**src/rtl/brbff_pkg.sv**
```systemverilog
package brbff_pkg;

	localparam int unsigned VALUE_W  = 8;
	localparam int unsigned LENGTH_W = 16;
	localparam int unsigned OFFSET_W = 8;
	localparam int unsigned ANSWER_W = 9;
	localparam int unsigned COUNT_W  = 8;

	localparam logic [1:0] CMD_CLEAR = 2'd0;
	localparam logic [1:0] CMD_FILL  = 2'd1;
	localparam logic [1:0] CMD_FIND  = 2'd2;

	localparam int unsigned QUEUE_DEPTH = 2;
	localparam int unsigned QUEUE_PW    = $clog2(QUEUE_DEPTH);

	typedef enum logic [1:0] {
		OP_CLEAR,
		OP_FILL,
		OP_FIND,
		OP_NONE
	} op_t;

	typedef struct packed {
		op_t                 op;
		logic [VALUE_W-1:0]  value;
		logic [LENGTH_W-1:0] length;
		logic                clamp;
		logic [OFFSET_W-1:0] offset;
	} req_t;

endpackage

```
**src/rtl/byte_ring_buffer_fill_find.sv**
```systemverilog
// Byte ring buffer with overwrite: CAPACITY+1 byte slots, one kept free.
// Request channel: push/full queue. A request is taken on a clock edge with
// push high and full low; a two-entry queue holds requests while the engine
// is busy. Result channel: empty/pop queue. The oldest result is on answer,
// used_count, free_count, is_full and is_empty while empty is low and is
// taken on an edge with pop high. Exactly one result per request, in order.
// A clear or unused command goes straight to the report state. A fill
// writes one store byte per cycle; a find reads one store byte per cycle,
// with the read data registered before the compare.
// One request is worked on at a time; the next queued request is taken
// only once the result register is empty, after the result is popped.
// If pop stays low the result register holds; the engine then stops before
// its next request and the request queue fills, raising full.
// Reset (arst_n low) empties the buffer, both queues and the result register.
// Store contents are not cleared; only written bytes are ever read.
module byte_ring_buffer_fill_find #(
	parameter int unsigned CAPACITY = 255
) (
	input  logic                                clk,
	input  logic                                arst_n,
	input  logic                                push,
	output logic                                full,
	input  logic [1:0]                          cmd,
	input  logic [brbff_pkg::VALUE_W-1:0]       byte_value,
	input  logic [brbff_pkg::LENGTH_W-1:0]      length,
	input  logic [brbff_pkg::OFFSET_W-1:0]      start_offset,
	output logic                                empty,
	input  logic                                pop,
	output logic [brbff_pkg::ANSWER_W-1:0]      answer,
	output logic [brbff_pkg::COUNT_W-1:0]       used_count,
	output logic [brbff_pkg::COUNT_W-1:0]       free_count,
	output logic                                is_full,
	output logic                                is_empty
);

	logic            q_valid;
	logic            q_pop;
	brbff_pkg::req_t q_req;

	brbff_front #(
		.CAPACITY(CAPACITY)
	) u_front (
		.clk         (clk),
		.arst_n      (arst_n),
		.push        (push),
		.full        (full),
		.cmd         (cmd),
		.byte_value  (byte_value),
		.length      (length),
		.start_offset(start_offset),
		.q_valid     (q_valid),
		.q_req       (q_req),
		.q_pop       (q_pop)
	);

	brbff_back #(
		.CAPACITY(CAPACITY)
	) u_back (
		.clk       (clk),
		.arst_n    (arst_n),
		.q_valid   (q_valid),
		.q_req     (q_req),
		.q_pop     (q_pop),
		.empty     (empty),
		.pop       (pop),
		.answer    (answer),
		.used_count(used_count),
		.free_count(free_count),
		.is_full   (is_full),
		.is_empty  (is_empty)
	);

endmodule

```
**src/rtl/brbff_front.sv**
```systemverilog
module brbff_front #(
	parameter int unsigned CAPACITY = 255
) (
	input  logic                                clk,
	input  logic                                arst_n,
	input  logic                                push,
	output logic                                full,
	input  logic [1:0]                          cmd,
	input  logic [brbff_pkg::VALUE_W-1:0]       byte_value,
	input  logic [brbff_pkg::LENGTH_W-1:0]      length,
	input  logic [brbff_pkg::OFFSET_W-1:0]      start_offset,
	output logic                                q_valid,
	output brbff_pkg::req_t                     q_req,
	input  logic                                q_pop
);

	localparam int unsigned SLOTS = CAPACITY + 1;
	localparam int unsigned LCW   = brbff_pkg::LENGTH_W + 1;
	localparam int unsigned QPW   = brbff_pkg::QUEUE_PW;
	localparam int unsigned DEPTH = brbff_pkg::QUEUE_DEPTH;

	brbff_pkg::req_t in_req;
	brbff_pkg::req_t entry_q [DEPTH];
	logic [QPW-1:0]  wr_ptr_q;
	logic [QPW-1:0]  rd_ptr_q;
	logic [QPW:0]    cnt_q;
	logic            do_push;
	logic            do_pop;

	always_comb begin
		unique case (cmd)
			brbff_pkg::CMD_CLEAR: in_req.op = brbff_pkg::OP_CLEAR;
			brbff_pkg::CMD_FILL:  in_req.op = brbff_pkg::OP_FILL;
			brbff_pkg::CMD_FIND:  in_req.op = brbff_pkg::OP_FIND;
			default:              in_req.op = brbff_pkg::OP_NONE;
		endcase
		in_req.value  = byte_value;
		in_req.length = length;
		// fill count saturates at the slot count
		in_req.clamp  = {1'b0, length} >= LCW'(SLOTS);
		in_req.offset = start_offset;
	end

	assign full    = cnt_q == (QPW+1)'(DEPTH);
	assign q_valid = cnt_q != '0;
	assign q_req   = entry_q[rd_ptr_q];
	assign do_push = push && !full;
	assign do_pop  = q_pop && q_valid;

	always_ff @(posedge clk) begin
		if (do_push) begin
			entry_q[wr_ptr_q] <= in_req;
		end
	end

	always_ff @(posedge clk or negedge arst_n) begin
		if (!arst_n) begin
			wr_ptr_q <= '0;
			rd_ptr_q <= '0;
			cnt_q    <= '0;
		end else begin
			if (do_push) begin
				wr_ptr_q <= wr_ptr_q + QPW'(1);
			end
			if (do_pop) begin
				rd_ptr_q <= rd_ptr_q + QPW'(1);
			end
			case ({do_push, do_pop})
				2'b10:   cnt_q <= cnt_q + (QPW+1)'(1);
				2'b01:   cnt_q <= cnt_q - (QPW+1)'(1);
				default: cnt_q <= cnt_q;
			endcase
		end
	end

endmodule

```
**src/rtl/brbff_back.sv**
```systemverilog
module brbff_back #(
	parameter int unsigned CAPACITY = 255
) (
	input  logic                                clk,
	input  logic                                arst_n,
	input  logic                                q_valid,
	input  brbff_pkg::req_t                     q_req,
	output logic                                q_pop,
	output logic                                empty,
	input  logic                                pop,
	output logic [brbff_pkg::ANSWER_W-1:0]      answer,
	output logic [brbff_pkg::COUNT_W-1:0]       used_count,
	output logic [brbff_pkg::COUNT_W-1:0]       free_count,
	output logic                                is_full,
	output logic                                is_empty
);

	localparam int unsigned SLOTS = CAPACITY + 1;
	localparam int unsigned PW    = $clog2(SLOTS);
	localparam int unsigned CW    = $clog2(SLOTS + 1);
	localparam int unsigned KW    = (PW > brbff_pkg::OFFSET_W) ? PW : brbff_pkg::OFFSET_W;
	localparam int unsigned SW    = KW + 1;
	localparam int unsigned AW    = brbff_pkg::ANSWER_W;
	localparam int unsigned NW    = brbff_pkg::COUNT_W;

	typedef enum logic [3:0] {
		ST_IDLE   = 4'b0001,
		ST_FILL   = 4'b0010,
		ST_FIND   = 4'b0100,
		ST_REPORT = 4'b1000
	} state_t;

	state_t                         state_q;
	logic [PW-1:0]                  wp_q;
	logic [PW-1:0]                  rp_q;
	logic [CW-1:0]                  rem_q;
	logic                           ovf_q;
	logic [brbff_pkg::VALUE_W-1:0]  value_q;
	logic [AW-1:0]                  ans_q;
	logic [KW-1:0]                  k_q;
	logic [KW-1:0]                  k_s1;
	logic                           pend_s1;
	logic [brbff_pkg::VALUE_W-1:0]  rdata_s1;
	logic                           out_valid_q;
	logic [AW-1:0]                  answer_q;
	logic [NW-1:0]                  used_count_q;
	logic [NW-1:0]                  free_count_q;
	logic                           is_full_q;
	logic                           is_empty_q;
	logic [brbff_pkg::VALUE_W-1:0]  mem_q [SLOTS];

	logic [PW:0]    diff;
	logic [PW-1:0]  used;
	logic [PW-1:0]  free;
	logic [PW-1:0]  wp_next;
	logic [CW-1:0]  req_count;
	logic           fill_ovf;
	logic           k_hit;
	logic [SW-1:0]  addr_sum;
	logic [PW-1:0]  find_addr;
	logic           match;
	logic           take;
	logic           mem_we;
	logic           mem_re;

	always_comb begin
		diff = {1'b0, wp_q} - {1'b0, rp_q} + ((wp_q < rp_q) ? (PW+1)'(SLOTS) : '0);
		used = PW'(diff);
		free = PW'(CAPACITY) - used;
		wp_next = (wp_q == PW'(CAPACITY)) ? '0 : wp_q + PW'(1);
		req_count = q_req.clamp ? CW'(SLOTS) : CW'(q_req.length);
		fill_ovf = req_count > CW'(free);
		k_hit = k_q < KW'(used);
		addr_sum = SW'(rp_q) + SW'(k_q);
		find_addr = (addr_sum >= SW'(SLOTS)) ? PW'(addr_sum - SW'(SLOTS)) : PW'(addr_sum);
		match = pend_s1 && (rdata_s1 == value_q);
	end

	assign take   = (state_q == ST_IDLE) && q_valid && !out_valid_q;
	assign q_pop  = take;
	assign mem_we = (state_q == ST_FILL) && (rem_q != '0);
	assign mem_re = (state_q == ST_FIND) && !match && k_hit;

	always_ff @(posedge clk) begin
		if (mem_we) begin
			mem_q[wp_q] <= value_q;
		end
		if (mem_re) begin
			rdata_s1 <= mem_q[find_addr];
		end
	end

	always_ff @(posedge clk or negedge arst_n) begin
		if (!arst_n) begin
			state_q     <= ST_IDLE;
			wp_q        <= '0;
			rp_q        <= '0;
			rem_q       <= '0;
			pend_s1     <= 1'b0;
			out_valid_q <= 1'b0;
		end else begin
			unique case (state_q)
				ST_IDLE: begin
					if (take) begin
						unique case (q_req.op)
							brbff_pkg::OP_CLEAR: begin
								wp_q    <= '0;
								rp_q    <= '0;
								state_q <= ST_REPORT;
							end
							brbff_pkg::OP_FILL: begin
								rem_q   <= req_count;
								state_q <= ST_FILL;
							end
							brbff_pkg::OP_FIND: begin
								pend_s1 <= 1'b0;
								state_q <= ST_FIND;
							end
							default: begin
								state_q <= ST_REPORT;
							end
						endcase
					end
				end
				ST_FILL: begin
					if (rem_q == '0) begin
						// overwrite: oldest byte sits one past the write slot
						if (ovf_q) begin
							rp_q <= wp_next;
						end
						state_q <= ST_REPORT;
					end else begin
						wp_q  <= wp_next;
						rem_q <= rem_q - CW'(1);
					end
				end
				ST_FIND: begin
					if (match || !k_hit) begin
						pend_s1 <= 1'b0;
						state_q <= ST_REPORT;
					end else begin
						pend_s1 <= 1'b1;
					end
				end
				ST_REPORT: begin
					state_q <= ST_IDLE;
				end
				default: begin
					state_q <= ST_IDLE;
				end
			endcase
			if (state_q == ST_REPORT) begin
				out_valid_q <= 1'b1;
			end else if (pop && out_valid_q) begin
				out_valid_q <= 1'b0;
			end
		end
	end

	always_ff @(posedge clk) begin
		if (take) begin
			value_q <= q_req.value;
			ovf_q   <= fill_ovf;
			k_q     <= KW'(q_req.offset);
			ans_q   <= (q_req.op == brbff_pkg::OP_FILL) ? AW'(req_count) : '0;
		end
		if (mem_re) begin
			k_s1 <= k_q;
			k_q  <= k_q + KW'(1);
		end
		if (state_q == ST_FIND) begin
			if (match) begin
				ans_q <= AW'(k_s1);
			end else if (!k_hit) begin
				ans_q <= AW'(used);
			end
		end
		if (state_q == ST_REPORT) begin
			answer_q     <= ans_q;
			used_count_q <= NW'(used);
			free_count_q <= NW'(free);
			is_full_q    <= free == '0;
			is_empty_q   <= used == '0;
		end
	end

	assign empty      = !out_valid_q;
	assign answer     = answer_q;
	assign used_count = used_count_q;
	assign free_count = free_count_q;
	assign is_full    = is_full_q;
	assign is_empty   = is_empty_q;

endmodule

```
**config.mk**
```make
export PLATFORM = sky130hd
export DESIGN_NAME = byte_ring_buffer_fill_find
export DESIGN_NICKNAME = d
export VERILOG_FILES = /design/src/rtl/brbff_pkg.sv /design/src/rtl/byte_ring_buffer_fill_find.sv /design/src/rtl/brbff_front.sv /design/src/rtl/brbff_back.sv
export SDC_FILE = /design/constraint.sdc
export NUM_CORES = 2
export LEC_CHECK = 0
export ABC_CLOCK_PERIOD_IN_PS = 5350
export BUFFER_PORTS_ARGS = -buffer_cell sky130_fd_sc_hd__clkbuf_2
export CAP_MARGIN = 5
export CORE_UTILIZATION = 57
export DETAILED_ROUTE_END_ITERATION = 7
export GPL_ROUTABILITY_DRIVEN = 0
export GPL_TIMING_DRIVEN = 0
export PLACE_DENSITY = 0.82
export SETUP_SLACK_MARGIN = 0.4
export SLEW_MARGIN = 20
export SYNTH_ARGS = -nofsm -noshare
export SYNTH_HDL_FRONTEND = slang
export SYNTH_SLANG_ARGS = --single-unit
export TNS_END_PERCENT = 5
```
**constraint.sdc**
```tcl
create_clock -name clk -period 5.35 [get_ports clk]
set_clock_uncertainty 0.2 [all_clocks]
set_input_delay 0.2675 -clock clk [delete_from_list [all_inputs] [get_ports clk]]
set_output_delay 0.2675 -clock clk [all_outputs]
set_load 0.01 [all_outputs]
```
== Word level (Yosys, flattened, before mapping) ==
Memories as Yosys holds them, arrays and structs flattened. A register that Yosys moved wholly into a read port is not among the register bits.
Cells that the tools add are included.
Storage, ports and cells
  register bits after elaboration: 96
  bits in writable memories: 2118
  input bits: 38
  output and inout port bits: 29
  word-level logic and storage cells: 127
  memories: 2
Memories
  u_back.mem_q: depth 256, bits a word 8, read ports 1, clocked after memory_dff 1, wr ports 1, line brbff_back.sv:50  | logic [brbff_pkg::VALUE_W-1:0] mem_q [SLOTS];
  u_front.entry_q: depth 2, bits a word 35, read ports 1, clocked after memory_dff 0, wr ports 1, line brbff_front.sv:23  | brbff_pkg::req_t entry_q [DEPTH];
Operators by class
  add/sub/neg operators: 12
  magnitude comparators: 4
  eq/ne operators: 21
  mux-type cells: 38
  reductions and logical operators: 31
Operators by type and width (number)
  $mux 9: 9
  $mux 8: 9
  $pmux 8 s2: 2
  $pmux 9 s2: 1
  $add 8x1->8 const B: 2
  $ge 16x9->1 const B: 1
  $logic_not 8->1: 2
  $ne 2x2->1 const B: 7
  $mux 4: 3
  $pmux 4 s3: 1
  $reduce_bool 2->1: 6
  $add 8x8->9: 1
  $ge 9x9->1 const B: 1
  $gt 9x8->1: 1
  $logic_and 1x1->1: 9
  $logic_not 9->1: 1
  $mux 1: 9
  $reduce_bool 9->1: 1
  $sub 9x1->9 const B: 1
  $add 8x8->8 const B: 1
  $eq 2x2->1 const B: 4
  $eq 8x8->1: 1
  $eq 8x8->1 const B: 1
  $lt 8x8->1: 1
  other kinds (22): 31

== Depth between registers and ports, before layout ==
  word-level depth: 7
  mapped depth: 17
  depth with buffers taken out: 17

== Cells and area by module ==
A second synthesis with hierarchy kept.
Unflattened totals
  cell total of the unflattened synthesis: 4607
  area total of the unflattened synthesis: 87523.9 µm²
By module, submodules not included
  brbff_back: times used 1, cells each 4475, area each 84760.0 µm², sequential area each 64257.9 µm²
  brbff_front: times used 1, cells each 132, area each 2763.9 µm², sequential area each 2202.1 µm²

== Least setup slack after synthesis ==
No wires, ideal clock.
  path kind: register to register
  start: register u_back.value_q[0] in the netlist's numbering
  end: register u_back.k_s1[0] (enable)
  library setup time: 0.364 ns
  arrival: 4.610 ns
  data required time: 4.786 ns
  slack: 0.177 ns
  stages on the path, launching flop included: 8
  path buffers: 1
  clock period less this slack: 5.173 ns
  cells stage by stage: edfxtp_1 xnor2_1 nand4_1 nor4_1 a31oi_1 nand2_1 buf_4 inv_1
On the way
  longest elaborated chain between the ends: 5
Ends and longest elaborated chain
  from (decl): line brbff_back.sv:38  | logic [brbff_pkg::VALUE_W-1:0] value_q;
  from (signal assigned): line brbff_back.sv:162  | value_q <= q_req.value;
  $eq 8x8->1: line brbff_back.sv:76  | match = pend_s1 && (rdata_s1 == value_q);
  $logic_and 1x1->1: line brbff_back.sv:76
  $logic_not 1->1: line brbff_back.sv:82  | assign mem_re = (state_q == ST_FIND) && !match && k_hit;
  $logic_and 1x1->1 (2 in series): line brbff_back.sv:82
  net u_back.mem_re: line brbff_back.sv:64  | logic mem_re;
  to (signal assigned): line brbff_back.sv:168  | k_s1 <= k_q;
  to (decl): line brbff_back.sv:41  | logic [KW-1:0] k_s1;
The timed path passes the listed nets, and every way through them passes these cells.
A chain may end at the register's enable or synchronous reset.

== Final worst setup path ==
  start: register u_back.k_q[2]
  end: register u_back.rdata_s1[1] in the netlist's numbering, read port of u_back.mem_q, data pin
On the way
  longest elaborated chain between the ends: 3
  elaborated cells on any way between the ends: 6
  classes of those cells: add/sub (2); order compare (2); mux (1); reduce/logical (1)
Ends and longest elaborated chain
  from (decl): line brbff_back.sv:40  | logic [KW-1:0] k_q;
  from (signal assigned): line brbff_back.sv:164  | k_q <= KW'(q_req.offset);
  from (signal assigned): line brbff_back.sv:169  | k_q <= k_q + KW'(1);
  $add 8x8->9: line brbff_back.sv:74  | addr_sum = SW'(rp_q) + SW'(k_q);
  $sub 8x1->8 / $ge 9x9->1 (equally long branches): line brbff_back.sv:75  | find_addr = (addr_sum >= SW'(SLOTS)) ? PW'(addr_sum - SW'(SLOTS)) : PW'(addr_sum);
  $mux 8: line brbff_back.sv:75
  to (decl): line brbff_back.sv:43  | logic [brbff_pkg::VALUE_W-1:0] rdata_s1;
Parallel ways exist; a longest one is shown, timed or not.

==> run_results.csv <==
group,metric,value,unit
drt,wl_met1,78.0,mm
grt,grt_max_degree,35,
status,violations,"design-rule violations",
synthesis,synth-edff-count,2164,
grt,grt_pass1_wl,342,mm
setup_path,crit_family,"buffers and inverters",
sta,finalMaxSlewViolations,0,
sta,finalCritPeriodShare,94.9,%
synthesis,synth_nets,4071,
setup_path,critPathMaxFanout,10,
sta,tns,0,ps
clocking,root_buffer,"clkbuf_16",
setup_path,cp_slowest_cell,"xor2_2",
synthesis,yosysWarnings,0,
synthesis,synth_ff_type,"edfxtp_1",
placement,dp_hpwl,152,mm
clocking,clk-insertion-delay-late,850,ps
setup_path,endpoint_kind,"register",
clocking,h-tree-depth,4,
drt,routed_wl,242,mm
setup_path,r2r-start,"u_back.k_q[2]",
die,row_count,142,
setup_path,critPathMaxStageDelay,940,ps
clocking,tritoncts,"built",
setup_path,arrival,5470,ps
sta,relSlewSlack,15.9,%
sta,max_freq,0.197,GHz
synthesis,postSynthCellCount,3995,
synthesis,synth_fa_ha_area_share,0.567,%
die,start_util,57.6,%
drt,dr_wl_met3,32.5,mm
finish,seq_area,66000,µm²
synthesis,yosysSeqAreaShare,76.3,%
sta,rsz0062_at_grt,"true",
synthesis,synth_area,86600,µm²
power,ir_drop,0.000453,V
flow_run,drv_cap,0,
synthesis,synth_top_cell_by_area,"edfxtp_1",
synthesis,synth-simple-area-share,2.83,%
clocking,clkTransAtPathRegs,60,ps
sta,setup_viol,0,
hold_path,hold_class,"input port to register",
synthesis,synthMuxAreaShare,17.2,%
setup_path,critPathLaunch,"u_back.k_q[2]",
status,status,"finished with violations",
synthesis,synth_compound_area_share,1.34,%
hold_path,hold_depth,2,
finish,nNetsFinal,4524,
grt,grt_pass1_vias,47000,
die,dieArea,153000,µm²
drt,wl_met2,115,mm
synthesis,synth-seq-cells,2208,
grt,overflow,0,
setup_path,worstPathRequired,5740,ps
drt,drt_pass1_iterations,8,
setup_path,reg2reg_depth,10,
drt,viasPerCell,7.05,
synthesis,synth_xor_area_share,0.403,%
drt,wire_per_inst,36.5,µm
synthesis,async_flop_share,1.59,%
die,dieWidth,392,µm
setup_path,timing.critical_path.to,"u_back.rdata_s1[1]",
drt,drtIter0Drc,8495,
setup_path,critical_path_depth,10,
drt,ant_nets,0,
sta,timing.hold.ws,52.4,ps
die,fp.coreArea,150000,µm²
power,power_leakage,0.0315,µW
die,pin_count,67,
synthesis,synth_cell_types,63,
drt,drc_errors,26,
placement,io_buffers,64,
synthesis,synth_top_family_by_area,"multiplexers",
sta,worst_slew_pin_slew,1260,ps
sta,hold_viol,0,
synthesis,synth.top_cell.area_share,75.1,%
drt,vias,46800,
setup_path,critPathLaunchType,"register",
grt,antenna_found_initial,17,
finish,area_growth,14.4,%
drt,top_layer,"met5",
sta,min_period,5080,ps
setup_path,cp_num_buf_inv,2,
setup_path,critPathKind,"register to register",
power,power,61300,µW
synthesis,synthTopCellsByArea,"edfxtp_1 75%, mux4_2 16%, nor2_1 1.3%",
finish,drive_gt1_share,28.2,%
finish,final_core_util,65.9,%
setup_path,path_cells,"ha_1 > a21oi_1 > nand2_1 > xor2_2 > clkbuf_1 > buf_2 > mux4_2 > nand2_1 > nand3_1 > and4b_1",
clocking,clockBufferDepth,3,
finish,multi_input_area,19400,µm²
setup_path,crit_path_frequent_cell,"nand2_1",
setup_path,rrSetupSlack,270,ps
die,die_h,392,µm
grt,grt_use_total,32.1,%
clocking,clock-sinks,2208,
synthesis,synth_area_per_cell,21.7,µm²
clocking,cts_buffers,205,
clocking,postCtsSetupRepairBufs,0,
finish,fillCellCount,8737,
setup_path,r2r_end,"u_back.rdata_s1[1]",
power,powerDensity,619,nW/µm²
[cells by family after synthesis]
logic type,count (synthesis)
multiplexers,704
buffers and inverters,250
flip-flops,2208
AO/OA/AOI/OAI,187
adder cells (fa/ha/maj),38
XOR/XNOR,39
AND/OR/NAND/NOR,569
[cell type report]
type                       instances  share of cell area (%)
antenna                           12                  0.0303
buffer                           218                    1.19
clock buffer                     257                    5.54
clock inverter                   118                    1.20
inverter                          32                   0.125
multi-input combinational       1537                    19.6
sequential                      2208                    66.7
tap                             2016                    2.55
timing repair buffer             246                    3.11
[what timing repair did]
item	in CTS	in global routing
endpoints found under the setup margin	8	8
hold endpoints to repair	151	0
resized for setup	39	35
hold buffers	60	0
[cells in the final DEF, fill, tap and decap left out, types with 24 or more instances in the layout]
cell	Yosys	routed
ha_1	36	36
dlygate4sd3_1	0	59
nor3_1	34	32
buf_2	62	63
o21ai_0	40	40
edfxtp_1	2164	2164
clkinv_2	0	29
inv_1	32	31
buf_4	27	33
clkbuf_2	0	105
nand2_1	129	129
clkbuf_16	0	211
a21oi_1	56	56
clkbuf_1	107	103
clkinv_1	0	45
mux4_2	624	624
mux2_2	24	24
nand3_1	42	42
mux2i_1	56	55
dfrtp_1	34	34
buf_8	0	85
buf_16	0	29
nor2_1	300	299
[registers in the layout (all words and copies together), names as in the netlist, 2 cells and up]
signal	count
u_back.value_q	8
u_back.rp_q	8
u_front.cnt_q	2
u_back.answer	9
u_back.mem_q	2048
u_front.entry_q	56
u_back.state_q	4
u_back.k_s1	8
u_back.ans_q	9
u_back.free_count	8
u_back.k_q	8
u_back.rdata_s1	8
u_back.used_count	8
u_back.rem_q	9
u_back.wp_q	8
[cells in the mapped netlist, types with 7 or more instances]
cell type,instances
o22ai_1,9
a21oi_1,56
buf_2,62
buf_1,11
ha_1,36
o21ai_0,40
o221ai_1,8
mux4_2,624
nor2b_1,15
a31oi_1,11
mux2_2,24
nor4_1,7
nand2_1,129
a32oi_1,8
and4b_1,8
inv_1,32
buf_4,27
and3_1,8
a211oi_1,19
nor3_1,34
clkbuf_1,107
edfxtp_1,2164
o21ai_1,9
dfxtp_1,9
nor2_1,300
xnor2_1,22
buf_6,10
nand3_1,42
xor2_1,16
dfrtp_1,34
mux2i_1,56
[power breakdown]
part,total (µW),switching (µW),internal (µW)
combinational,24400,14400,9990
clock,14800,6530,8250
sequential,22100,332,21800
[how the worst min path moves through the flow]
stage                                       end             from
after floorplan              u_back.out_valid_q           arst_n
after global placement         u_back.answer[5]  u_back.ans_q[5]
after detailed placement       u_back.answer[3]  u_back.ans_q[3]
after CTS                 u_front.entry_q[0][0]  start_offset[0]
after global routing      u_front.entry_q[1][0]  start_offset[0]
final                     u_front.entry_q[1][0]  start_offset[0]
[worst register-to-register path: stages (launching register included)]
cell      delay (ps)
edfxtp_1         530
ha_1             460
a21oi_1          210
nand2_1          120
xor2_2           940
clkbuf_1         820
buf_2            490
mux4_2           370
nand2_1           90
nand3_1          240
and4b_1          370
[routing by layer]
metal | up-vias | GRT usage, %
li1 | 17500 | -
met3 | 977 | 9.48
met1 | 23800 | 39.9
met4 | 22 | 18.5
met2 | 4485 | 50.5
met5 | - | 0.159
[metrics by stage]
| step | std cells | setup slack (ps) | instance area, µm² |
|---|---|---|---|
| floorplan | 3995 | 226 | 86600 |
| global placement | 6075 | -3860 | 89400 |
| detailed placement | 6197 | -489 | 91600 |
| CTS | 6632 | 363 | 99000 |
| global route | 6632 | 372 | 99000 |
| finish | 6644 | 275 | 99100 |
Note: power is estimated with default switching activity, not from simulation.
